File: config.mk
export PLATFORM = sky130hd
export DESIGN_NAME = timed_action_queue_sequencer_unit
export DESIGN_NICKNAME = d
export VERILOG_FILES = /design/src/rtl/core/tas_pkg.sv /design/src/rtl/core/tas_ram.sv /design/src/rtl/core/tas_out_buf.sv /design/src/rtl/core/timed_action_queue_sequencer_unit.sv
export SDC_FILE = /design/constraint.sdc
export NUM_CORES = 1
export LEC_CHECK = 0
export BUFFER_PORTS_ARGS = -buffer_cell sky130_fd_sc_hd__buf_2
export CORE_UTILIZATION = 35
export CTS_CLUSTER_DIAMETER = 60
export DETAILED_ROUTE_END_ITERATION = 8
export PLACE_DENSITY = 0.56
export SLEW_MARGIN = 5
export SYNTH_ARGS = -nofsm -noshare
export SYNTH_HDL_FRONTEND = slang
export SYNTH_SLANG_ARGS = --single-unit
File: constraint.sdc
create_clock -name clk -period 8.3 [get_ports clk]
set_clock_uncertainty 0.2 [all_clocks]
set_input_delay 1.245 -clock clk [delete_from_list [all_inputs] [get_ports clk]]
set_output_delay 1.245 -clock clk [all_outputs]
set_load 0.02 [all_outputs]
File: src/rtl/core/tas_pkg.sv
// ----------------------------------------------------------------------------
// tas_pkg: shared types for the timed action queue sequencer
// Opcode and drive-mode codes, stream word layouts and the fixed part of a
// queued command.
// ----------------------------------------------------------------------------
package tas_pkg;

  // opcodes carried on in_tuser
  typedef enum logic [2:0] {
    OP_TICK   = 3'd0,
    OP_PAUSE  = 3'd1,
    OP_ARM    = 3'd2,
    OP_TURN   = 3'd3,
    OP_STRAFE = 3'd4,
    OP_PNEU   = 3'd5
  } opcode_t;

  // drive output modes
  typedef enum logic [1:0] {
    DRV_NONE   = 2'd0,
    DRV_STRAFE = 2'd1,
    DRV_ROTATE = 2'd2,
    DRV_STOP   = 2'd3
  } drive_mode_t;

  localparam logic [7:0] SPEED_ZERO   = 8'd127;
  localparam logic [7:0] SPEED_REJECT = 8'h80;
  localparam int         IN_DUR_W     = 20;

  // input word, last field in the lowest bits
  typedef struct packed {
    logic [3:0]          pad;
    logic [3:0]          arm_sensed;
    logic [15:0]         valve_flags;
    logic [3:0]          arm_target;
    logic signed [7:0]   speed_y;
    logic signed [7:0]   speed_x;
    logic [IN_DUR_W-1:0] duration;
  } in_data_t;

  // result word fields that do not depend on the queue depth
  typedef struct packed {
    logic        command_done;
    logic [15:0] valve_out;
    logic [3:0]  arm_request_state;
    logic [7:0]  drive_b;
    logic [7:0]  drive_a;
    logic        accepted;
  } out_res_t;

  // result user sideband
  typedef struct packed {
    logic        valve_valid;
    logic        arm_request_valid;
    drive_mode_t drive_mode;
  } out_user_t;

  // queued command without its duration
  typedef struct packed {
    logic [15:0] flags;
    logic [3:0]  target;
    logic [7:0]  speed_b;
    logic [7:0]  speed_a;
    opcode_t     kind;
  } cmd_fix_t;

endpackage

File: src/rtl/core/tas_ram.sv
// ----------------------------------------------------------------------------
// tas_ram: generic single-port-write ram
// One write port and one read port, read data registered.
// ----------------------------------------------------------------------------
module tas_ram #(
  parameter int DATA_W = 8,
  parameter int DEPTH  = 16,
  localparam int ADDR_W = (DEPTH > 1) ? $clog2(DEPTH) : 1
) (
  input  logic              clk,
  input  logic              we,
  input  logic [ADDR_W-1:0] waddr,
  input  logic [DATA_W-1:0] wdata,
  input  logic [ADDR_W-1:0] raddr,
  output logic [DATA_W-1:0] rdata
);

  logic [DATA_W-1:0] mem_r [DEPTH];
  logic [DATA_W-1:0] rdata_r;

  // write port and registered read
  always_ff @(posedge clk) begin
    if (we) begin
      mem_r[waddr] <= wdata;
    end
    rdata_r <= mem_r[raddr];
  end

  assign rdata = rdata_r;

endmodule

File: src/rtl/core/tas_out_buf.sv
// ----------------------------------------------------------------------------
// tas_out_buf: result register with skid stage
// Holds the finished result word and takes one more while the receiver stalls.
// ----------------------------------------------------------------------------
module tas_out_buf #(
  parameter int DATA_W = 8
) (
  input  logic              clk,
  input  logic              rst_n,
  input  logic              s_valid,
  output logic              s_ready,
  input  logic [DATA_W-1:0] s_data,
  output logic              m_valid,
  input  logic              m_ready,
  output logic [DATA_W-1:0] m_data
);

  logic              main_v_r, main_v_nxt;
  logic              skid_v_r, skid_v_nxt;
  logic [DATA_W-1:0] main_d_r, main_d_nxt;
  logic [DATA_W-1:0] skid_d_r, skid_d_nxt;
  logic              fire;

  assign s_ready = !skid_v_r;
  assign fire    = s_valid && !skid_v_r;

  // refill the main register from skid first, else from the input
  always_comb begin
    main_v_nxt = main_v_r;
    main_d_nxt = main_d_r;
    skid_v_nxt = skid_v_r;
    skid_d_nxt = skid_d_r;
    if (!main_v_r || m_ready) begin
      if (skid_v_r) begin
        main_v_nxt = 1'b1;
        main_d_nxt = skid_d_r;
        skid_v_nxt = 1'b0;
      end else begin
        main_v_nxt = fire;
        main_d_nxt = s_data;
      end
    end else if (fire) begin
      skid_v_nxt = 1'b1;
      skid_d_nxt = s_data;
    end
  end

  // control state
  always_ff @(posedge clk) begin
    if (!rst_n) begin
      main_v_r <= 1'b0;
      skid_v_r <= 1'b0;
    end else begin
      main_v_r <= main_v_nxt;
      skid_v_r <= skid_v_nxt;
    end
  end

  // payload
  always_ff @(posedge clk) begin
    main_d_r <= main_d_nxt;
    skid_d_r <= skid_d_nxt;
  end

  assign m_valid = main_v_r;
  assign m_data  = main_d_r;

endmodule

File: src/rtl/core/timed_action_queue_sequencer_unit.sv
// ----------------------------------------------------------------------------
// timed_action_queue_sequencer_unit: ring queue of timed actuator commands
// Enqueues pause, arm, turn, strafe and valve commands and runs the head
// command on each tick word.
// ----------------------------------------------------------------------------
// Usage:
//   in_* channel: one word per item, opcode on in_tuser. Opcodes 1..5 append a
//   command at the tail (rejected when full or on a speed of -128); opcode 0
//   is a tick that runs the head command and may retire it.
//   out_* channel: exactly one result word per input word, in order.
//   The result is registered in the output register, or in the skid stage
//   while the receiver stalls. Throughput: one word per cycle while
//   in_tready is high; the head command is kept prefetched from the command
//   ram (read address is the next head) for back-to-back ticks and enqueues.
//   Reset (rst_n low, synchronous): queue empty, progress counter cleared, no
//   result pending. No clearing pass; the command ram is not initialized.
//   Stall: a result waits in the output register while one more word is taken
//   into a skid stage; in_tready drops only when both are full.
// ----------------------------------------------------------------------------
module timed_action_queue_sequencer_unit
  import tas_pkg::*;
#(
  parameter int QUEUE_DEPTH   = 16,
  parameter int DURATION_BITS = 20,
  localparam int CNT_W      = $clog2(QUEUE_DEPTH + 1),
  localparam int RES_W      = $bits(out_res_t),
  localparam int OUT_DATA_W = ((RES_W + CNT_W + 7) / 8) * 8
) (
  input  logic                  clk,
  input  logic                  rst_n,
  input  logic                  in_tvalid,
  output logic                  in_tready,
  // duration[19:0], speed_x[27:20], speed_y[35:28], arm_target[39:36],
  // valve_flags[55:40], arm_sensed[59:56], zero pad
  input  logic [63:0]           in_tdata,
  // opcode[2:0]
  input  logic [2:0]            in_tuser,
  output logic                  out_tvalid,
  input  logic                  out_tready,
  // accepted[0], drive_a[8:1], drive_b[16:9], arm_request_state[20:17],
  // valve_out[36:21], command_done[37], queue_count above, zero pad
  output logic [OUT_DATA_W-1:0] out_tdata,
  // drive_mode[1:0], arm_request_valid[2], valve_valid[3]
  output logic [3:0]            out_tuser
);

  localparam int ADDR_W  = $clog2(QUEUE_DEPTH);
  localparam int FIX_W   = $bits(cmd_fix_t);
  localparam int ENTRY_W = DURATION_BITS + FIX_W;
  localparam int PROG_W  = DURATION_BITS + 1;
  localparam int SUM_W   = CNT_W + 1;
  localparam int BUF_W   = CNT_W + $bits(out_user_t) + RES_W;

  in_data_t             in_d;
  opcode_t              op;
  logic                 in_acc;

  logic [ADDR_W-1:0]    head_r, head_nxt, head_inc, tail;
  logic [CNT_W-1:0]     cnt_r, cnt_nxt;
  logic [PROG_W-1:0]    prog_r, prog_nxt;
  logic                 byp_r, byp_nxt;
  logic [ENTRY_W-1:0]   wr_ent_r;

  logic [ENTRY_W-1:0]   ram_q, head_ent, ent;
  cmd_fix_t             head_fix, ent_fix;
  logic [DURATION_BITS-1:0] head_dur, ent_dur;
  logic [SUM_W-1:0]     tail_sum;
  logic                 full, enq_ok, we, tdone, done;

  out_res_t             res;
  out_user_t            usr;
  logic [BUF_W-1:0]     buf_in, buf_out;

  assign in_d   = in_data_t'(in_tdata);
  assign op     = opcode_t'(in_tuser);
  assign in_acc = in_tvalid && in_tready;

  // head entry: bypass the word just written into an empty queue
  assign head_ent = byp_r ? wr_ent_r : ram_q;
  assign head_fix = cmd_fix_t'(head_ent[FIX_W-1:0]);
  assign head_dur = head_ent[ENTRY_W-1:FIX_W];

  // ring pointers
  assign head_inc = (head_r == ADDR_W'(QUEUE_DEPTH - 1)) ? '0 : head_r + 1'b1;
  assign tail_sum = SUM_W'(head_r) + SUM_W'(cnt_r);
  assign tail     = (tail_sum >= SUM_W'(QUEUE_DEPTH)) ?
                    ADDR_W'(tail_sum - SUM_W'(QUEUE_DEPTH)) : ADDR_W'(tail_sum);
  assign full     = (cnt_r == CNT_W'(QUEUE_DEPTH));

  // new command from the input word
  always_comb begin
    ent_fix         = '0;
    ent_fix.kind    = op;
    ent_fix.speed_a = SPEED_ZERO;
    ent_fix.speed_b = SPEED_ZERO;
    ent_dur         = DURATION_BITS'(in_d.duration);
    enq_ok          = 1'b1;
    case (op)
      OP_ARM: begin
        ent_fix.target = in_d.arm_target;
      end
      OP_TURN: begin
        enq_ok          = ($unsigned(in_d.speed_x) != SPEED_REJECT);
        ent_fix.speed_a = 8'(SPEED_ZERO + $unsigned(in_d.speed_x));
      end
      OP_STRAFE: begin
        enq_ok          = ($unsigned(in_d.speed_x) != SPEED_REJECT) &&
                          ($unsigned(in_d.speed_y) != SPEED_REJECT);
        ent_fix.speed_a = 8'(SPEED_ZERO - $unsigned(in_d.speed_x));
        ent_fix.speed_b = 8'(SPEED_ZERO + $unsigned(in_d.speed_y));
      end
      OP_PNEU: begin
        ent_dur       = '0;
        ent_fix.flags = in_d.valve_flags;
      end
      default: ;
    endcase
  end

  assign ent   = {ent_dur, ent_fix};
  assign tdone = ({1'b0, head_dur} < prog_r);

  // per-item processing: tick on the head command or enqueue at the tail
  always_comb begin
    res          = '0;
    res.drive_a  = SPEED_ZERO;
    res.drive_b  = SPEED_ZERO;
    usr          = '0;
    usr.drive_mode = DRV_NONE;
    head_nxt     = head_r;
    cnt_nxt      = cnt_r;
    prog_nxt     = prog_r;
    we           = 1'b0;
    done         = 1'b0;
    if (in_acc) begin
      case (op)
        OP_TICK: begin
          if (cnt_r != '0) begin
            res.accepted = 1'b1;
            case (head_fix.kind)
              OP_STRAFE, OP_TURN: begin
                done = tdone;
                if (tdone) begin
                  usr.drive_mode = DRV_STOP;
                end else begin
                  usr.drive_mode = (head_fix.kind == OP_STRAFE) ? DRV_STRAFE : DRV_ROTATE;
                  res.drive_a    = head_fix.speed_a;
                  res.drive_b    = head_fix.speed_b;
                end
              end
              OP_ARM: begin
                usr.arm_request_valid = 1'b1;
                res.arm_request_state = head_fix.target;
                done = (in_d.arm_sensed == head_fix.target) || tdone;
              end
              OP_PNEU: begin
                usr.valve_valid = 1'b1;
                res.valve_out   = head_fix.flags;
                done            = 1'b1;
              end
              default: begin
                done = tdone;
              end
            endcase
            if (done) begin
              head_nxt = head_inc;
              cnt_nxt  = cnt_r - 1'b1;
              prog_nxt = '0;
            end else begin
              prog_nxt = prog_r + 1'b1;
            end
          end
        end
        OP_PAUSE, OP_ARM, OP_TURN, OP_STRAFE, OP_PNEU: begin
          if (!full && enq_ok) begin
            we           = 1'b1;
            cnt_nxt      = cnt_r + 1'b1;
            res.accepted = 1'b1;
          end
        end
        default: ;
      endcase
    end
    res.command_done = done;
  end

  assign byp_nxt = we && (cnt_r == '0);

  // queue control state
  always_ff @(posedge clk) begin
    if (!rst_n) begin
      head_r <= '0;
      cnt_r  <= '0;
      prog_r <= '0;
      byp_r  <= 1'b0;
    end else begin
      head_r <= head_nxt;
      cnt_r  <= cnt_nxt;
      prog_r <= prog_nxt;
      byp_r  <= byp_nxt;
    end
  end

  // copy of the last written command for the bypass
  always_ff @(posedge clk) begin
    if (we) begin
      wr_ent_r <= ent;
    end
  end

  // command store, read address follows the next head
  tas_ram #(
    .DATA_W (ENTRY_W),
    .DEPTH  (QUEUE_DEPTH)
  ) u_store (
    .clk   (clk),
    .we    (we),
    .waddr (tail),
    .wdata (ent),
    .raddr (head_nxt),
    .rdata (ram_q)
  );

  // result register and skid stage
  assign buf_in = {cnt_nxt, usr, res};

  tas_out_buf #(
    .DATA_W (BUF_W)
  ) u_out_buf (
    .clk     (clk),
    .rst_n   (rst_n),
    .s_valid (in_tvalid),
    .s_ready (in_tready),
    .s_data  (buf_in),
    .m_valid (out_tvalid),
    .m_ready (out_tready),
    .m_data  (buf_out)
  );

  assign out_tdata = OUT_DATA_W'({buf_out[BUF_W-1 -: CNT_W], buf_out[RES_W-1:0]});
  assign out_tuser = buf_out[RES_W +: 4];

`ifndef SYNTHESIS
  // fill count stays within the ring
  assert property (@(posedge clk) disable iff (!rst_n)
    cnt_r <= CNT_W'(QUEUE_DEPTH))
    else $error("queue count above depth");

  // progress never runs past the longest duration plus one
  assert property (@(posedge clk) disable iff (!rst_n)
    prog_r <= (PROG_W'(1) << DURATION_BITS))
    else $error("progress counter overrun");

  // a retiring command restarts the progress count
  assert property (@(posedge clk) disable iff (!rst_n)
    (in_acc && done) |=> (prog_r == '0))
    else $error("progress not cleared on retire");

  // bypass only follows a write into an empty queue
  assert property (@(posedge clk) disable iff (!rst_n)
    byp_r |-> (cnt_r == CNT_W'(1)))
    else $error("head bypass with wrong fill count");
`endif

endmodule
Word level (Yosys, flattened, before mapping). Memory sizes are Yosys's and may differ from the RTL's. A register that Yosys moved wholly into a read port is not among the register bits. Cells that the tools add are included.

$add $sub $neg: 9. $lt $le $gt $ge: 2. Eq/ne operators: 14. Muxes and demuxes: 49. Bitwise logic cells: 2. Reduce and logical (&&, ||, !) cells: 17.

Operator list (count): $mux W37 (2); $mux W16 (4); $mux W59 (1); $mux W47 (1); $mux W4 (11); $mux W36 (1); $add A21 B1 Y21 const B (1); $lt A20 B21 Y1 (1); $mux W21 (1); $mux W20 (1); $mux W5 (4); $add A7 B8 Y8 const A (2); $ne A8 B8 Y1 const B (2); $pmux W8 S2 (1); $mux W1 (14); $eq A3 B2 Y1 const B (4); $eq A3 B3 Y1 const B (4); $pmux W5 S2 (1); $mux W8 (1); $sub A7 B8 Y8 const A (1); $add A4 B5 Y6 (1); $ge A6 B5 Y1 const B (1); $mux W2 (3); $pmux W1 S2 (3); other kinds (19) (27).

Flip-flop bits (word level): 186. Bits in writable memories: 944. Input port bits: 71. Output and inout bits: 54. Word-level logic and storage cells: 103. Memories: 1.

Memories: u_store.mem_r (words 16, bits a word 59, read ports 1, clocked after memory_dff 1, wr ports 1, RTL line tas_ram.sv:18) `logic [DATA_W-1:0] mem_r [DEPTH];`.

Depth between registers and ports, before layout.
Depth after elaboration: 12. Mapped depth: 18.

By module. A second synthesis with hierarchy kept.

Cell total of the unflattened synthesis: 2295. Area, all modules: 45995.4 um2.

Modules (own cells, without submodules): tas_ram (times used 1, cells each 1522, area each 36456.2 um2, sequential area each 29528.3 um2); timed_action_queue_sequencer_unit (times used 1, cells each 618, area each 5815.6 um2, sequential area each 2392.3 um2); tas_out_buf (times used 1, cells each 155, area each 3723.6 um2, sequential area each 2862.7 um2).

Worst setup path before layout. Ideal clock, no wire load.

Path kind: input-to-reg. Start: input port in_tuser[2]. End: memory u_store.mem_r[8][0] in the netlist's numbering (enable). Arrival: 6.716 ns. Path slack: 0.835 ns. Stages on the path: 9. Cell sequence: clkbuf_1 > and3b_1 > clkbuf_1 > o22ai_1 > a21boi_1 > nand2_1 > nor2_1 > nand2_1 > nor3_1.

Cells in the longest elaborated chain, start to end: 8.

RTL lines: from (decl) (RTL line timed_action_queue_sequencer_unit.sv:37) `input logic [2:0] in_tuser,`; $eq A3 B3 Y1 or $eq A3 B2 Y1 (tied branches) (RTL line timed_action_queue_sequencer_unit.sv:98, timed_action_queue_sequencer_unit.sv:136); $pmux W1 S2 (RTL line timed_action_queue_sequencer_unit.sv:98) `case (op)`; $logic_and A1 B1 Y1 (RTL line timed_action_queue_sequencer_unit.sv:175) `if (!full && enq_ok) begin`; $mux W1 (RTL line timed_action_queue_sequencer_unit.sv:175); $mux W1 (*) (RTL line timed_action_queue_sequencer_unit.sv:136) `case (op)`; $mux W1 (*) (RTL line timed_action_queue_sequencer_unit.sv:135) `if (in_acc) begin`; $mux W1 (*) (RTL line tas_ram.sv:23) `if (we) begin`; $mux W1 (not written as such) (*) (RTL line tas_ram.sv:24) `mem_r[waddr] <= wdata;`; to (decl) (RTL line tas_ram.sv:18).

Every way passes the cells marked *; elsewhere a longest branch is shown, timed or not.

Worst setup path in the final report.
Start: register byp_r. End: register u_store.rdata_r[32], in the netlist u_store.rdata[32] (read register of u_store.mem_r).

Cells in the longest elaborated chain, start to end: 11.

RTL lines: from (decl) (RTL line timed_action_queue_sequencer_unit.sv:61) `logic byp_r, byp_nxt;`; from (signal assigned) (RTL line timed_action_queue_sequencer_unit.sv:200) `byp_r <= byp_nxt;`; $mux W59 (*) (RTL line timed_action_queue_sequencer_unit.sv:79) `assign head_ent = byp_r ? wr_ent_r : ram_q;`; $lt A20 B21 Y1 or $eq A4 B4 Y1 (tied branches) (RTL line timed_action_queue_sequencer_unit.sv:121, timed_action_queue_sequencer_unit.sv:154); $logic_or A1 B1 Y1 (RTL line timed_action_queue_sequencer_unit.sv:154) `done = (in_d.arm_sensed == head_fix.target) || tdone;`; $pmux W1 S2 (*) (RTL line timed_action_queue_sequencer_unit.sv:140) `case (head_fix.kind)`; $mux W1 (*) (RTL line timed_action_queue_sequencer_unit.sv:138) `if (cnt_r != '0) begin`; $mux W1 (*) (RTL line timed_action_queue_sequencer_unit.sv:136); $mux W1 (*) (RTL line timed_action_queue_sequencer_unit.sv:135); $mux W4 (*) (RTL line timed_action_queue_sequencer_unit.sv:165) `if (done) begin`; $mux W4 (*) (RTL line timed_action_queue_sequencer_unit.sv:138); $mux W4 (*) (RTL line timed_action_queue_sequencer_unit.sv:136); $mux W4 (*) (RTL line timed_action_queue_sequencer_unit.sv:135); to (decl) (RTL line tas_ram.sv:19) `logic [DATA_W-1:0] rdata_r;`.

Every way passes the cells marked *; elsewhere a longest branch is shown, timed or not. The select of a mux whose other input is x is not followed. A chain may end at the register's enable or synchronous reset.

==> results.md <==
### STA
* 1.28 ns — transition time of the tightest slew-check pin
* 0 ns — final-layout setup total negative slack
* 0 — Hold Violations, Final
* 0 — count of endpoints failing setup in the final report
* 14.8% — Max-slew headroom
* no — unrepaired setup endpoints after global routing
* 72.8% — final worst-path cycle share
* 6.05 ns — Final Critical Period
* 0.165 GHz — Max Clk Rate
* 0 — final-report max-slew violation count

### Detailed routing
* 28.2k — vias after detailed routing
* 7 — first-pass iteration count of the detailed router
* 2727 — drt initial violations
* 5.47 — routed vias/inst
* 0 — Antenna Violating Nets Remaining
* 127000 um — total wirelength of the detailed-routed design
* 0 — DRC violations left
* 24.6 um — average wire per cell in the routed design

### Yosys
* 0 — Yosys warning count
* 73.8% — part of the Yosys area used for sequential elements
* edfxtp_1 — most common cell in the netlist
* edfxtp_1 — largest area contributor in the synthesized netlist
* 1097 — number of synthesized flops with an enable pin
* 0.0471 mm^2 — Mapped Area
* 58 — Distinct cells, synth
* 1189 — #FFs+latches synth
* edfxtp_1 (1097), nand2_1 (533), and3_1 (245) — top cells by count, synth
* edfxtp_1 — predominant post-synthesis flop cell
* 69.9% — fraction of post-synthesis cell area in the top cell type by area
* 3228 — instance count of the mapped netlist
* edfxtp_1 (70%), nand2_1 (4.2%), dfxtp_1 (3.9%) — leading post-synthesis cells by cell area
* 14.6 um^2 — post-synthesis area per instance
* 0% — Synth async-reset ratio

### Clock tree
* 0.72 ns — source-to-sink clock delay at the later pin of the worst-skew pair
* 0 — number of post-CTS setup repair buffers
* 1189 — count of clock tree sinks
* yes — CTS tree
* 0.06 ns — clock slew at the register clock pins of the worst setup and hold paths
* 0 — cts-stage hold buffer count
* 0 — quantity of gates resized following cts
* clkbuf_16 — root buffer cell
* 3 — number of buffers on the longest clock path
* 3 — H-tree depth reported by CTS
* 119 — number of buffers added by the clock tree synthesis step

### Pwr
* 52.9% — Reg power frac
* 9970 uW — Cell Int Power
* 0.182 mV — Max VDD drop
* 235 mW/mm^2 — pwr dens
* 4.1% — combinational fraction of design power
* 21.3% — Net Sw Frac
* 43.0% — clock network fraction of design power
* 0.0184 uW — cell leakage power
* 12700 uW — total power after layout
* 2700 uW — net switching power

### Placement
* 4941 — number of cells after detailed placement
* 62000 um — placed wire-length estimate after detailed placement
* 0.757 — Final GP Congestion
* 115 — number of I/O port buffers

### Hold path
* register to register — Min-Delay Path Class
* prog_r[20] — Hold Crit Endpoint
* 2 — cell depth of the worst hold path
* prog_r[20] — origin of the worst min-delay path

### Worst setup path
* 10 — Register-to-Register Path Depth
* 8.69 ns — critical path data required time
* register — kind of end point of the critical path
* 107 — peak fanout along the critical path
* register to register — type of the worst setup path
* u_store.rdata[32] — reg2reg end
* byp_r — FF-to-FF Start
* register — type of origin of the critical path
* 6.44 ns — arrival time of data at the critical path endpoint
* 2.25 ns — reg-to-reg setup timing slack

### Layout
* 12.2% — fraction of layout cells with a size suffix above 1
* 14.2% — P&R area growth vs syn
* 5166 — filler-free cell count of the finished design
* 3396 — Final #Nets
* 12.2k — fill cell instance count of the final layout

### Global routing
* 18.3% — global routing usage summed across all routing layers
* 8 — initial antenna violation count
* 0 — residual overflow from global routing
* 27.2k — vias in the first global route
* 185000 um — first-pass GRT wire length
* 205 — maximum number of pins on one net before global-route repair

### Floorplan
* 125 — I/O Pins
* 35.3% — initial cell density of the core
* 0.133 mm^2 — Placeable Area
* 0.136 mm^2 — Die Footprint
* 369 um — die span in x
* 134 — row count
* 369 um — die outline height

### Outcome
* finished clean — status

### Job
* 0 — # Max-Cap Violations

## how the worst max path moves through the flow
stage	start	endpoint	slack, ns	cells past startpoint
global placement	in_tuser[1]	u_store.mem_r[14][43]	2.17	12
CTS	byp_r	u_store.rdata[16]	2.26	11
detailed placement	in_tuser[1]	u_store.mem_r[14][42]	2.15	12
global route	byp_r	u_store.rdata[16]	1.97	14
finish	byp_r	u_store.rdata[32]	2.25	10
floorplan	in_tuser[2]	u_store.mem_r[8][0]	0.84	9
## cell families (layout without fill, tap and decap cells)
kind of cell / count (synthesis) / in the layout / synth area share (%)
AOI/OAI and AO/OA: 645 / 645 / 10.8
xor gates and xnor gates: 35 / 35 / 0.650
adders and majority gates: 31 / 31 / 0.839
buffers and inverters: 273 / 437 / 2.49
DFF: 1189 / 1189 / 73.8
muxes: 68 / 68 / 1.57
other: 1 / 7 / 0.00796
and+or+nand+nor: 986 / 986 / 9.82
## area by class of cell
class	count	area, um^2	share of cell area (%)
Sequential cell	1189	34800	64.6
Timing Repair Buffer	177	1320	2.44
Antenna cell	2	5.00	0.00930
Inverter	37	141	0.263
Clock inverter	60	637	1.18
Tap cell	1768	2210	4.11
Multi-Input combinational cell	1770	11400	21.2
Clock buffer	163	3340	6.20
## sequential cells by signal, indices dropped and copies added, names as in the netlist, 4 cells and up
signal	flops
prog_r	21
wr_ent_r	59
u_store.mem_r	944
cnt_r	5
u_out_buf.m_data	47
u_store.rdata	59
head_r	4
u_out_buf.skid_d_r	47
## worst max-delay path, cell delays in order, from the launching register on
cell	delay, ns
dfxtp_4	0.93
buf_4	0.65
mux2i_1	0.61
xor2_1	0.31
a41o_1	0.42
a21oi_4	0.16
nor2_4	0.28
mux2i_4	1.01
buf_12	0.45
a31oi_1	0.22
a2111o_1	0.46
## power groups by stage
stage	combinational [uW]	clock, uW	sequential (uW)
after global routing	567	5740	6710
after CTS	527	5530	6700
after detailed placement	524	0	6830
after floorplan	302	0	6830
final	521	5450	6700
after global placement	520	0	6820
## through the flow
stage	worst slack [ns]	hold WS (ns)	utilization, %	area (um^2)
2_1_floorplan	0.835	0.251	-	47200
3_3_place_gp	2.17	0.274	37.4	49900
3_5_place_dp	2.15	0.282	37.4	49900
4_1_cts	2.26	0.298	40.3	53800
5_1_grt	1.97	0.330	40.3	53800
6_report	2.25	0.296	40.3	53800
## cell usage in the layout, fill, tap and decap left out, drive strengths merged, types with 4 or more instances in the layout
master,n
edfxtp,1097
nand2,534
and3,245
a211oi,237
a311oi,177
buf,177
clkbuf,163
dfxtp,92
nor2,90
a31oi,64
a2111o,58
and2,48
inv,42
clkinv,41
mux2i,40
ha,30
xnor2,29
a21o,28
a21oi,27
mux2,26
o21ai,20
o21a,16
nor3,13
nand4,11
bufinv,11
nand3,10
nor2b,9
xor2,6
conb,5
nor3b,5
nand2b,5
or3,4
a21boi,4
## layer usage
layer	part of all wire [%]	global-route usage [%]	up-vias	routed length (um)
li1	-	-	12700	-
met1	45	26.2	14400	57400
met2	46	29.2	990	58800
met3	6.5	2.48	184	8310
met4	2.0	4.87	10	2570
met5	0.054	0	-	69
Note: power is estimated with default switching activity, not from simulation.
